`config.mk`:
```
export PLATFORM = sky130hd
export DESIGN_NAME = elevator_dispatch_controller_flat
export DESIGN_NICKNAME = d
export VERILOG_FILES = /design/src/edc_pkg.sv /design/src/edc_in_if.sv /design/src/edc_out_if.sv /design/src/elevator_dispatch_controller.sv /design/src/edc_cfg.sv /design/src/edc_step.sv /design/src/flat_wrapper.sv
export SDC_FILE = /design/constraint.sdc
export NUM_CORES = 1
export LEC_CHECK = 0
export ABC_AREA = 1
export BUFFER_PORTS_ARGS = -buffer_cell sky130_fd_sc_hd__buf_4
export CORE_ASPECT_RATIO = 0.6
export CORE_MARGIN = 1.5
export CORE_UTILIZATION = 30
export DETAILED_ROUTE_END_ITERATION = 12
export GPL_TIMING_DRIVEN = 0
export PLACE_DENSITY_LB_ADDON = 0.15
export REMOVE_ABC_BUFFERS = 1
export SKIP_CTS_REPAIR_TIMING = 1
export SLEW_MARGIN = 15
export SYNTH_ARGS = -nofsm -noshare
export SYNTH_HDL_FRONTEND = slang
export SYNTH_SLANG_ARGS = --single-unit
```
`constraint.sdc`:
```
create_clock -name clk -period 14.3 [get_ports clk]
set_clock_uncertainty 0.15 [all_clocks]
set_input_delay 0 -clock clk [delete_from_list [all_inputs] [get_ports clk]]
set_output_delay 0 -clock clk [all_outputs]
set_load 0.005 [all_outputs]
```
`src/edc_pkg.sv`:
```
package edc_pkg;

  localparam int FLOORS  = 6;
  localparam int FLOOR_W = 3;
  localparam int CNT_W   = 16;
  localparam int APB_DW  = 32;
  localparam int APB_AW  = 3;

  localparam logic [FLOOR_W-1:0] FLOOR_TOP = FLOOR_W'(FLOORS - 1);
  localparam logic [CNT_W-1:0]   CNT_MAX   = '1;

  localparam logic [CNT_W-1:0] TBF_RESET = CNT_W'(3000);
  localparam logic [CNT_W-1:0] TDO_RESET = CNT_W'(5000);

  typedef logic [FLOORS-1:0] mask_t;

  typedef enum logic [1:0] {
    FUNC_TICK = 2'd0,
    FUNC_HALL = 2'd1,
    FUNC_CAR  = 2'd2
  } func_t;

  typedef enum logic [1:0] {
    MOTOR_STOP = 2'd0,
    MOTOR_UP   = 2'd1,
    MOTOR_DOWN = 2'd2
  } motor_t;

  // register index, decoded from paddr[2]
  typedef enum logic {
    REG_TICKS_BETWEEN_FLOORS = 1'b0,
    REG_TICKS_DOOR_OPEN      = 1'b1
  } reg_idx_t;

  typedef struct packed {
    logic [CNT_W-1:0] ticks_between_floors;
    logic [CNT_W-1:0] ticks_door_open;
  } edc_cfg_t;

  typedef struct packed {
    logic [FLOOR_W-1:0] floor_reg;
    logic               dir_up;
    logic               halted;
    logic               doors_shut;
    logic               door_timing;
    logic [CNT_W-1:0]   travel_count;
    logic [CNT_W-1:0]   door_count;
    mask_t              hall_calls;
    mask_t              car_calls;
  } edc_state_t;

  typedef struct packed {
    logic [FLOOR_W-1:0] floor_now;
    logic               going_up;
    logic [1:0]         motor_cmd;
    logic               doors_open;
    mask_t              hall_mask;
    mask_t              car_mask;
  } edc_result_t;

endpackage

```
`src/edc_in_if.sv`:
```
interface edc_in_if;
  import edc_pkg::*;

  logic               valid;
  logic               ready;
  logic [1:0]         func;
  logic [FLOOR_W-1:0] call_floor;

  modport source (output valid, output func, output call_floor, input ready);
  modport sink   (input valid, input func, input call_floor, output ready);
endinterface

```
`src/edc_out_if.sv`:
```
interface edc_out_if;
  import edc_pkg::*;

  logic               valid;
  logic               ready;
  logic [FLOOR_W-1:0] floor_now;
  logic               going_up;
  logic [1:0]         motor_cmd;
  logic               doors_open;
  mask_t              hall_mask;
  mask_t              car_mask;

  modport source (output valid, output floor_now, output going_up, output motor_cmd,
                  output doors_open, output hall_mask, output car_mask, input ready);
  modport sink   (input valid, input floor_now, input going_up, input motor_cmd,
                  input doors_open, input hall_mask, input car_mask, output ready);
endinterface

```
`src/elevator_dispatch_controller.sv`:
```
// Single-car elevator controller with collective dispatch.
//
// Input channel (in_ch): one word per event. func selects a 1 ms tick, a
// hall call or a car call; call_floor names the floor of a call. Calls for
// floors past the top, car calls for the current floor and func code 3
// change nothing but still return a word.
// Result channel (out_ch): exactly one word per event, in order: floor,
// direction, motor command, door state and both pending-call masks.
// Config port (APB): reg 0 at 0x0 ticks_between_floors, reg 1 at 0x4
// ticks_door_open, low 16 bits used. pready is tied high; write only
// while no events are in flight.
//
// The event is applied to the controller state and the result word is
// captured in the output register at the same edge. Throughput is one
// event per clock while out_ch is not stalled; the path is the dispatch
// priority logic on the call masks plus two 16-bit timer compares.
// Stall: in_ch.ready drops only while the output register is full and
// out_ch.ready is low; it is taken again in the cycle the word leaves.
// Reset (synchronous, rst_n low): car at floor 0 halted, doors shut,
// heading up, masks and timers clear, registers back to 3000 / 5000 ticks.
module elevator_dispatch_controller
  import edc_pkg::*;
(
  input  logic              clk,
  input  logic              rst_n,
  edc_in_if.sink            in_ch,
  edc_out_if.source         out_ch,
  input  logic              psel,
  input  logic              penable,
  input  logic              pwrite,
  input  logic [APB_AW-1:0] paddr,
  input  logic [APB_DW-1:0] pwdata,
  output logic [APB_DW-1:0] prdata,
  output logic              pready
);

  edc_cfg_t    cfg;
  edc_state_t  state_r;
  edc_state_t  state_nxt;
  edc_result_t res_nxt;
  edc_result_t res_r;
  logic        out_valid_r;
  logic        accept;

  edc_cfg u_cfg (
    .clk     (clk),
    .rst_n   (rst_n),
    .psel    (psel),
    .penable (penable),
    .pwrite  (pwrite),
    .paddr   (paddr),
    .pwdata  (pwdata),
    .prdata  (prdata),
    .pready  (pready),
    .cfg     (cfg)
  );

  edc_step u_step (
    .cur        (state_r),
    .cfg        (cfg),
    .func       (in_ch.func),
    .call_floor (in_ch.call_floor),
    .nxt        (state_nxt),
    .res        (res_nxt)
  );

  // output register empty, or being drained this cycle
  assign in_ch.ready = !out_valid_r || out_ch.ready;
  assign accept      = in_ch.valid && in_ch.ready;

  always_ff @(posedge clk) begin
    if (!rst_n) begin
      state_r.floor_reg    <= '0;
      state_r.dir_up       <= 1'b1;
      state_r.halted       <= 1'b1;
      state_r.doors_shut   <= 1'b1;
      state_r.door_timing  <= 1'b0;
      state_r.travel_count <= '0;
      state_r.door_count   <= '0;
      state_r.hall_calls   <= '0;
      state_r.car_calls    <= '0;
      out_valid_r          <= 1'b0;
    end else begin
      if (accept) begin
        state_r     <= state_nxt;
        out_valid_r <= 1'b1;
      end else if (out_ch.ready) begin
        out_valid_r <= 1'b0;
      end
    end
  end

  // result payload, no reset needed
  always_ff @(posedge clk) begin
    if (accept) res_r <= res_nxt;
  end

  assign out_ch.valid      = out_valid_r;
  assign out_ch.floor_now  = res_r.floor_now;
  assign out_ch.going_up   = res_r.going_up;
  assign out_ch.motor_cmd  = res_r.motor_cmd;
  assign out_ch.doors_open = res_r.doors_open;
  assign out_ch.hall_mask  = res_r.hall_mask;
  assign out_ch.car_mask   = res_r.car_mask;

endmodule

```
`src/edc_cfg.sv`:
```
module edc_cfg
  import edc_pkg::*;
(
  input  logic              clk,
  input  logic              rst_n,
  input  logic              psel,
  input  logic              penable,
  input  logic              pwrite,
  input  logic [APB_AW-1:0] paddr,
  input  logic [APB_DW-1:0] pwdata,
  output logic [APB_DW-1:0] prdata,
  output logic              pready,
  output edc_cfg_t          cfg
);

  edc_cfg_t cfg_r;
  reg_idx_t sel;
  logic     wr_en;

  assign pready = 1'b1;
  assign sel    = reg_idx_t'(paddr[2]);
  assign wr_en  = psel && penable && pwrite && pready;

  always_ff @(posedge clk) begin
    if (!rst_n) begin
      cfg_r.ticks_between_floors <= TBF_RESET;
      cfg_r.ticks_door_open      <= TDO_RESET;
    end else if (wr_en) begin
      unique case (sel)
        REG_TICKS_BETWEEN_FLOORS: cfg_r.ticks_between_floors <= pwdata[CNT_W-1:0];
        REG_TICKS_DOOR_OPEN:      cfg_r.ticks_door_open      <= pwdata[CNT_W-1:0];
        default: ;
      endcase
    end
  end

  always_comb begin
    prdata = '0;
    unique case (sel)
      REG_TICKS_BETWEEN_FLOORS: prdata[CNT_W-1:0] = cfg_r.ticks_between_floors;
      REG_TICKS_DOOR_OPEN:      prdata[CNT_W-1:0] = cfg_r.ticks_door_open;
      default: ;
    endcase
  end

  assign cfg = cfg_r;

endmodule

```
`src/edc_step.sv`:
```
module edc_step
  import edc_pkg::*;
(
  input  edc_state_t         cur,
  input  edc_cfg_t           cfg,
  input  logic [1:0]         func,
  input  logic [FLOOR_W-1:0] call_floor,
  output edc_state_t         nxt,
  output edc_result_t        res
);

  function automatic mask_t floor_bit(input logic [FLOOR_W-1:0] f);
    mask_t fb;
    fb = '0;
    if (32'(f) < FLOORS) fb = mask_t'(1) << f;
    return fb;
  endfunction

  // any call at this floor or beyond it in the given direction
  function automatic logic calls_toward(input edc_state_t s, input logic up);
    mask_t pending;
    mask_t here;
    mask_t below;
    mask_t region;
    pending = s.hall_calls | s.car_calls;
    here    = floor_bit(s.floor_reg);
    below   = here - mask_t'(1);
    region  = up ? ~below : (here | below);
    return (pending & region) != '0;
  endfunction

  function automatic edc_state_t open_doors(input edc_state_t s);
    edc_state_t o;
    o = s;
    o.doors_shut = 1'b0;
    if (!s.door_timing) begin
      o.door_count  = '0;
      o.door_timing = 1'b1;
    end
    return o;
  endfunction

  function automatic edc_state_t dispatch(input edc_state_t s);
    edc_state_t o;
    o = s;
    if ((s.hall_calls & floor_bit(s.floor_reg)) != '0) begin
      o = open_doors(s);
    end else if (calls_toward(s, s.dir_up)) begin
      o.halted       = 1'b0;
      o.travel_count = '0;
    end else if (calls_toward(s, !s.dir_up)) begin
      o.dir_up       = !s.dir_up;
      o.halted       = 1'b0;
      o.travel_count = '0;
    end
    return o;
  endfunction

  always_comb begin
    edc_state_t s;
    mask_t      b;
    mask_t      here;
    logic       fresh;

    s     = cur;
    b     = floor_bit(call_floor);
    fresh = 1'b0;
    here  = '0;

    unique case (func)
      FUNC_TICK: begin
        if (s.travel_count != CNT_MAX) s.travel_count = s.travel_count + CNT_W'(1);
        if (s.door_count != CNT_MAX)   s.door_count   = s.door_count + CNT_W'(1);

        if (!s.halted && s.doors_shut && s.travel_count >= cfg.ticks_between_floors) begin
          if (s.dir_up) begin
            if (s.floor_reg < FLOOR_TOP) s.floor_reg = s.floor_reg + FLOOR_W'(1);
          end else begin
            if (s.floor_reg != '0) s.floor_reg = s.floor_reg - FLOOR_W'(1);
          end
          here = floor_bit(s.floor_reg);
          if (((s.hall_calls | s.car_calls) & here) != '0) begin
            s.halted     = 1'b1;
            s.hall_calls = s.hall_calls & ~here;
            s.car_calls  = s.car_calls & ~here;
            s = open_doors(s);
          end
          if (s.doors_shut) s = dispatch(s);
        end

        if (s.door_timing && s.door_count >= cfg.ticks_door_open) begin
          here          = floor_bit(s.floor_reg);
          s.door_timing = 1'b0;
          s.doors_shut  = 1'b1;
          s.hall_calls  = s.hall_calls & ~here;
          s.car_calls   = s.car_calls & ~here;
          s = dispatch(s);
        end
      end
      FUNC_HALL: begin
        if (b != '0 && (s.hall_calls & b) == '0) begin
          s.hall_calls = s.hall_calls | b;
          fresh        = 1'b1;
        end
      end
      FUNC_CAR: begin
        if (b != '0 && call_floor != s.floor_reg && (s.car_calls & b) == '0) begin
          s.car_calls = s.car_calls | b;
          fresh       = 1'b1;
        end
      end
      default: ;
    endcase

    if (fresh && s.doors_shut && s.halted) s = dispatch(s);

    nxt = s;

    res.floor_now  = s.floor_reg;
    res.going_up   = s.dir_up;
    res.motor_cmd  = (!s.halted && s.doors_shut) ? (s.dir_up ? MOTOR_UP : MOTOR_DOWN)
                                                 : MOTOR_STOP;
    res.doors_open = !s.doors_shut;
    res.hall_mask  = s.hall_calls;
    res.car_mask   = s.car_calls;
  end

endmodule

```
`src/flat_wrapper.sv`:
```
// flat-port wrapper written by rule: the top's interface ports become plain ports
module elevator_dispatch_controller_flat import edc_pkg::*;
  (clk, rst_n, psel, penable, pwrite, paddr, pwdata, prdata, pready, in_ch_valid, in_ch_func, in_ch_call_floor, in_ch_ready, out_ch_valid, out_ch_floor_now, out_ch_going_up, out_ch_motor_cmd, out_ch_doors_open, out_ch_hall_mask, out_ch_car_mask, out_ch_ready);
  edc_in_if in_ch_i ();
  edc_out_if out_ch_i ();
  input  logic clk;
  input  logic rst_n;
  input  logic psel;
  input  logic penable;
  input  logic pwrite;
  input  logic [APB_AW-1:0] paddr;
  input  logic [APB_DW-1:0] pwdata;
  output logic [APB_DW-1:0] prdata;
  output logic pready;
  input wire logic [$bits(in_ch_i.valid)-1:0] in_ch_valid;
  input wire logic [$bits(in_ch_i.func)-1:0] in_ch_func;
  input wire logic [$bits(in_ch_i.call_floor)-1:0] in_ch_call_floor;
  output wire logic [$bits(in_ch_i.ready)-1:0] in_ch_ready;
  output wire logic [$bits(out_ch_i.valid)-1:0] out_ch_valid;
  output wire logic [$bits(out_ch_i.floor_now)-1:0] out_ch_floor_now;
  output wire logic [$bits(out_ch_i.going_up)-1:0] out_ch_going_up;
  output wire logic [$bits(out_ch_i.motor_cmd)-1:0] out_ch_motor_cmd;
  output wire logic [$bits(out_ch_i.doors_open)-1:0] out_ch_doors_open;
  output wire logic [$bits(out_ch_i.hall_mask)-1:0] out_ch_hall_mask;
  output wire logic [$bits(out_ch_i.car_mask)-1:0] out_ch_car_mask;
  input wire logic [$bits(out_ch_i.ready)-1:0] out_ch_ready;
  assign in_ch_i.valid = in_ch_valid;
  assign in_ch_i.func = in_ch_func;
  assign in_ch_i.call_floor = in_ch_call_floor;
  assign in_ch_ready = in_ch_i.ready;
  assign out_ch_valid = out_ch_i.valid;
  assign out_ch_floor_now = out_ch_i.floor_now;
  assign out_ch_going_up = out_ch_i.going_up;
  assign out_ch_motor_cmd = out_ch_i.motor_cmd;
  assign out_ch_doors_open = out_ch_i.doors_open;
  assign out_ch_hall_mask = out_ch_i.hall_mask;
  assign out_ch_car_mask = out_ch_i.car_mask;
  assign out_ch_i.ready = out_ch_ready;
  elevator_dispatch_controller u_core (.clk(clk), .rst_n(rst_n), .in_ch(in_ch_i), .out_ch(out_ch_i), .psel(psel), .penable(penable), .pwrite(pwrite), .paddr(paddr), .pwdata(pwdata), .prdata(prdata), .pready(pready));
endmodule
```
==> impl_metrics.py <==
metrics = {
    "status": {
        "outcome": "finished clean",
    },
    "yosys": {
        "synth.yosys.seq_area_share_pct": 27.48,
        "synth_top_area_share_pct": 20.52,
        "post_synth_mux_area_share_pct": 0,
        "synth_simple_gate_area_share_pct": 28.30,
        "post_synth_fa_ha_maj_area_fraction_pct": 6.564,
        "yosysWarnings": 0,
        "netlist_instances": 1279,
        "synth_cell_type_count": 50,
        "syn-mean-instance-area_um2": 6.409,
        "synth_compound_gate_area_share_pct": 20.82,
        "syn_area_um2": 8197,
        "synth_xor_xnor_area_share_pct": 1.923,
        "synth_top_family_by_area": "simple AND/OR/NAND/NOR gates",
        "yosys_register_bits": 103,
        "post_synth_main_area_contributors": "sky130_fd_sc_hd__dfxtp_1, sky130_fd_sc_hd__inv_1, sky130_fd_sc_hd__nand2_1, sky130_fd_sc_hd__edfxtp_1, sky130_fd_sc_hd__o21ai_0",
        "netlist.top_cell.by_area": "sky130_fd_sc_hd__dfxtp_1",
    },
    "finish": {
        "layout.nets": 1417,
        "layout-drive-gt1-share_pct": 10.81,
        "flow.area_growth_from_synthesis_pct": 15.08,
        "layout.cell_area.non_filler_um2": 9433,
        "fin_cells": 1693,
    },
    "sta": {
        "report.final.setup_viol": 0,
        "tns_setup_ns": 0,
        "rsz0062_at_grt": "false",
        "final_period_minus_worst_setup_slack_ns": 8.910,
        "finalHoldViolations": 0,
        "worst_slew_margin_relative_to_its_limit_pct": 36.13,
        "slew_violations": 0,
        "transition_time_at_the_pin_with_the_least_slew_margin_ns": 0.9545,
        "timing.final.crit_share_pct": 62.31,
        "max_freq_ghz": 0.1122,
        "post-route-worst-setup-slack_ns": 5.390,
    },
    "clock_network": {
        "cts_max_level": 3,
        "cts_tree": "yes",
        "cts_buffers": 9,
        "clock_root_buffer_master": "sky130_fd_sc_hd__clkbuf_16",
        "clk_transition_reported_paths_ns": 0.08,
        "numClockSinks": 103,
        "clock_path_buffers": 2,
        "clock_insertion_delay_worst_skew_ns": 0.38,
    },
    "grt": {
        "grt-ovfl-total": 0,
        "antenna_found_initial": 1,
        "grt_start_max_net_pins": 55,
        "grt.total_usage_pct": 19.11,
        "grt_pass1_vias": 7130,
        "grt_first_pass_wirelength_um": 41310,
    },
    "setup_path": {
        "r2r-start": "u_core.state_r[28]",
        "worst_setup_path_start_kind": "flip-flop",
        "critical_path_peak_fanout": 16,
        "cpMaxStageDelayCell": "sky130_fd_sc_hd__nor2_2",
        "timing.critical_path.required_ns": 14.43,
        "worstRegToRegCells": 45,
        "worst_path_most_repeated_cell": "sky130_fd_sc_hd__inv_1",
        "worst-r2r-setup-slack_ns": 5.39,
        "cpPeakStageDelay_ns": 0.65,
        "critical_path.endpoint_type": "flip-flop",
        "critPathArrivalTime_ns": 9.04,
        "rr_endpoint": "u_core.state_r[12]",
        "setup.worst_path.class": "flip-flop to flip-flop",
        "critical_path.endpoint": "u_core.state_r[12]",
        "timing.critical_path.from": "u_core.state_r[28]",
    },
    "placement": {
        "place.gp.congestion": 0.9116,
        "numPlacedInstances": 1657,
        "numPortBuffers": 65,
        "placedInstanceArea_um2": 8927,
        "pre_cts_ws_ns": 5.363,
        "hpwlAfterDp_um": 20490,
    },
    "floorplan": {
        "floorplan.core_area_um2": 26650,
        "io_pins": 101,
        "rows": 46,
        "die_outline_area_um2": 28360,
        "starting_density_of_the_core_pct": 30.76,
        "dieWidth_um": 216.4,
        "height_of_the_die_um": 131.0,
    },
    "worst_hold_path": {
        "hold_path_class": "input port to flip-flop",
        "worstHoldStart": "in_ch_valid",
    },
    "route": {
        "drt_wl_total_um": 26790,
        "avgRoutedWirePerCell_um": 15.82,
        "detailedRoute.firstPassIterationCount": 6,
        "post-route-drc-count": 0,
        "drt-vias-per-instance": 4.858,
        "drt_first_iter_violations": 709,
        "detail-route-antenna-nets": 0,
        "num_vias": 8224,
    },
    "pwr": {
        "power_leakage_nw": 4.488,
        "ir_worst_vdd_mv": 0.05908,
        "power_density_nw_per_um2": 91.91,
    },
    "job": {
        "max-cap-violations": 0,
    },
}
==> registers in the layout (all words and copies together) (netlist names) <==
| name | flops |
|---|---|
| u_core.out_ch.car_mask | 6 |
| u_core.out_ch.doors_open | 1 |
| u_core.out_ch.floor_now | 3 |
| u_core.out_ch.going_up | 1 |
| u_core.out_ch.hall_mask | 6 |
| u_core.out_ch.motor_cmd | 2 |
| u_core.out_ch.valid | 1 |
| u_core.state_r | 51 |
| u_core.u_cfg.cfg | 32 |
==> how the worst min path moves through the flow <==
stage	to	slack [ns]	cells past startpoint
final	u_core.out_ch.valid	0.007	3
after global routing	u_core.out_ch.valid	0.04	3
after CTS	u_core.u_cfg.cfg[9]	-0.33	3
after detailed placement	u_core.u_cfg.cfg[19]	0.08	3
after global placement	u_core.u_cfg.cfg[3]	0.08	3
after floorplan	prdata[10]	-0.07	1
==> power breakdown <==
group          switching [mW]  internal (mW)
clock network           0.125          0.146
logic                   0.177         0.0879
registers              0.0156          0.316
total                   0.317          0.550
==> metal layers <==
metal | routed length, µm | global-route usage [%] | vias to the layer above | share of wire, %
met2 | 9844 | 24.81 | 215 | 37
met1 | 14700 | 30.01 | 3737 | 55
met4 | 197 | 3.840 | 0 | 0.74
met3 | 2041 | 5.486 | 13 | 7.6
li1 | - | - | 4259 | -
met5 | 0 | 0 | - | 0
==> synth_stat cells, drive strengths merged <==
master and instances:
o311ai 1, a221oi 2, nor3 36, o21ai 121
nor4 1, o21a 2, a2111oi 1, nand2 244
dfxtp 84, o32ai 4, a31oi 6, nand4 17
buf 26, edfxtp 19, xnor2 4, nand3b 1
a211oi 17, o221ai 2, nand3 92, a2bb2oi 1
or2 2, inv 233, a21oi 115, a311oi 1
xor2 14, conb 2, a32oi 8, clkbuf 39
ha 43, clkinv 1, a22oi 2, o211ai 3
o22ai 13, nor2 122
==> through the flow <==
stage | util (%) | power (mW) | hold slack, ns
2_1_floorplan | - | 0.5064 | -0.06666
3_3_place_gp | 33.25 | 0.5905 | 0.07944
3_5_place_dp | 33.50 | 0.5929 | 0.08291
4_1_cts | 34.66 | 0.8724 | -0.3299
5_1_grt | 35.40 | 0.9250 | 0.03816
6_report | 35.40 | 0.8670 | 0.006753
==> area by class of cell <==
class	count	area, µm²
tap	360	450.4
antenna	1	2.502
clock buffer	12	256.5
fill	2920	17220
clock inverter	4	52.55
inverter	234	884.6
multi-input combinational	892	4796
sequential	103	2252
timing repair buffer	87	738.2
==> worst max-delay path: cells and delay by family, from the launching register on <==
family                   cells  cell delay, ns
AO/OA/AOI/OAI               10            1.84
XOR/XNOR                     1            0.25
adder cells (fa/ha/maj)      3            0.74
buffers and inverters        9            1.18
flip-flops                   1            0.40
AND/OR/NAND/NOR             22            4.18
==> cells by family (layout without fill, tap and decap cells) <==
| logic type | Yosys count | after routing |
|---|---|---|
| AO/OA/AOI/OAI | 299 | 299 |
| buffers and inverters | 299 | 337 |
| AND/OR/NAND/NOR | 515 | 515 |
| XOR/XNOR | 18 | 18 |
| flip-flops | 103 | 103 |
| adder cells (fa/ha/maj) | 43 | 43 |
| other | 2 | 18 |
==> layout by cell type, fill, tap and decap left out, drive strengths merged, types with 2 or more instances in the layout <==
| cell | Yosys | layout |
|---|---|---|
| dlygate4sd3 | 0 | 19 |
| xor2 | 14 | 14 |
| xnor2 | 4 | 4 |
| nand4 | 17 | 17 |
| or2 | 2 | 2 |
| buf | 26 | 68 |
| nand2 | 244 | 244 |
| edfxtp | 19 | 19 |
| conb | 2 | 17 |
| clkbuf | 39 | 12 |
| o32ai | 4 | 4 |
| o221ai | 2 | 2 |
| o21ai | 121 | 121 |
| nand3 | 92 | 92 |
| o211ai | 3 | 3 |
| o22ai | 13 | 13 |
| a221oi | 2 | 2 |
| a21oi | 115 | 115 |
| a22oi | 2 | 2 |
| dfxtp | 84 | 84 |
| a211oi | 17 | 17 |
| nor2 | 122 | 122 |
| clkinv | 1 | 4 |
| inv | 233 | 233 |
| a31oi | 6 | 6 |
| a32oi | 8 | 8 |
| ha | 43 | 43 |
| o21a | 2 | 2 |
| nor3 | 36 | 36 |
Power figures use the tool's default switching activity.
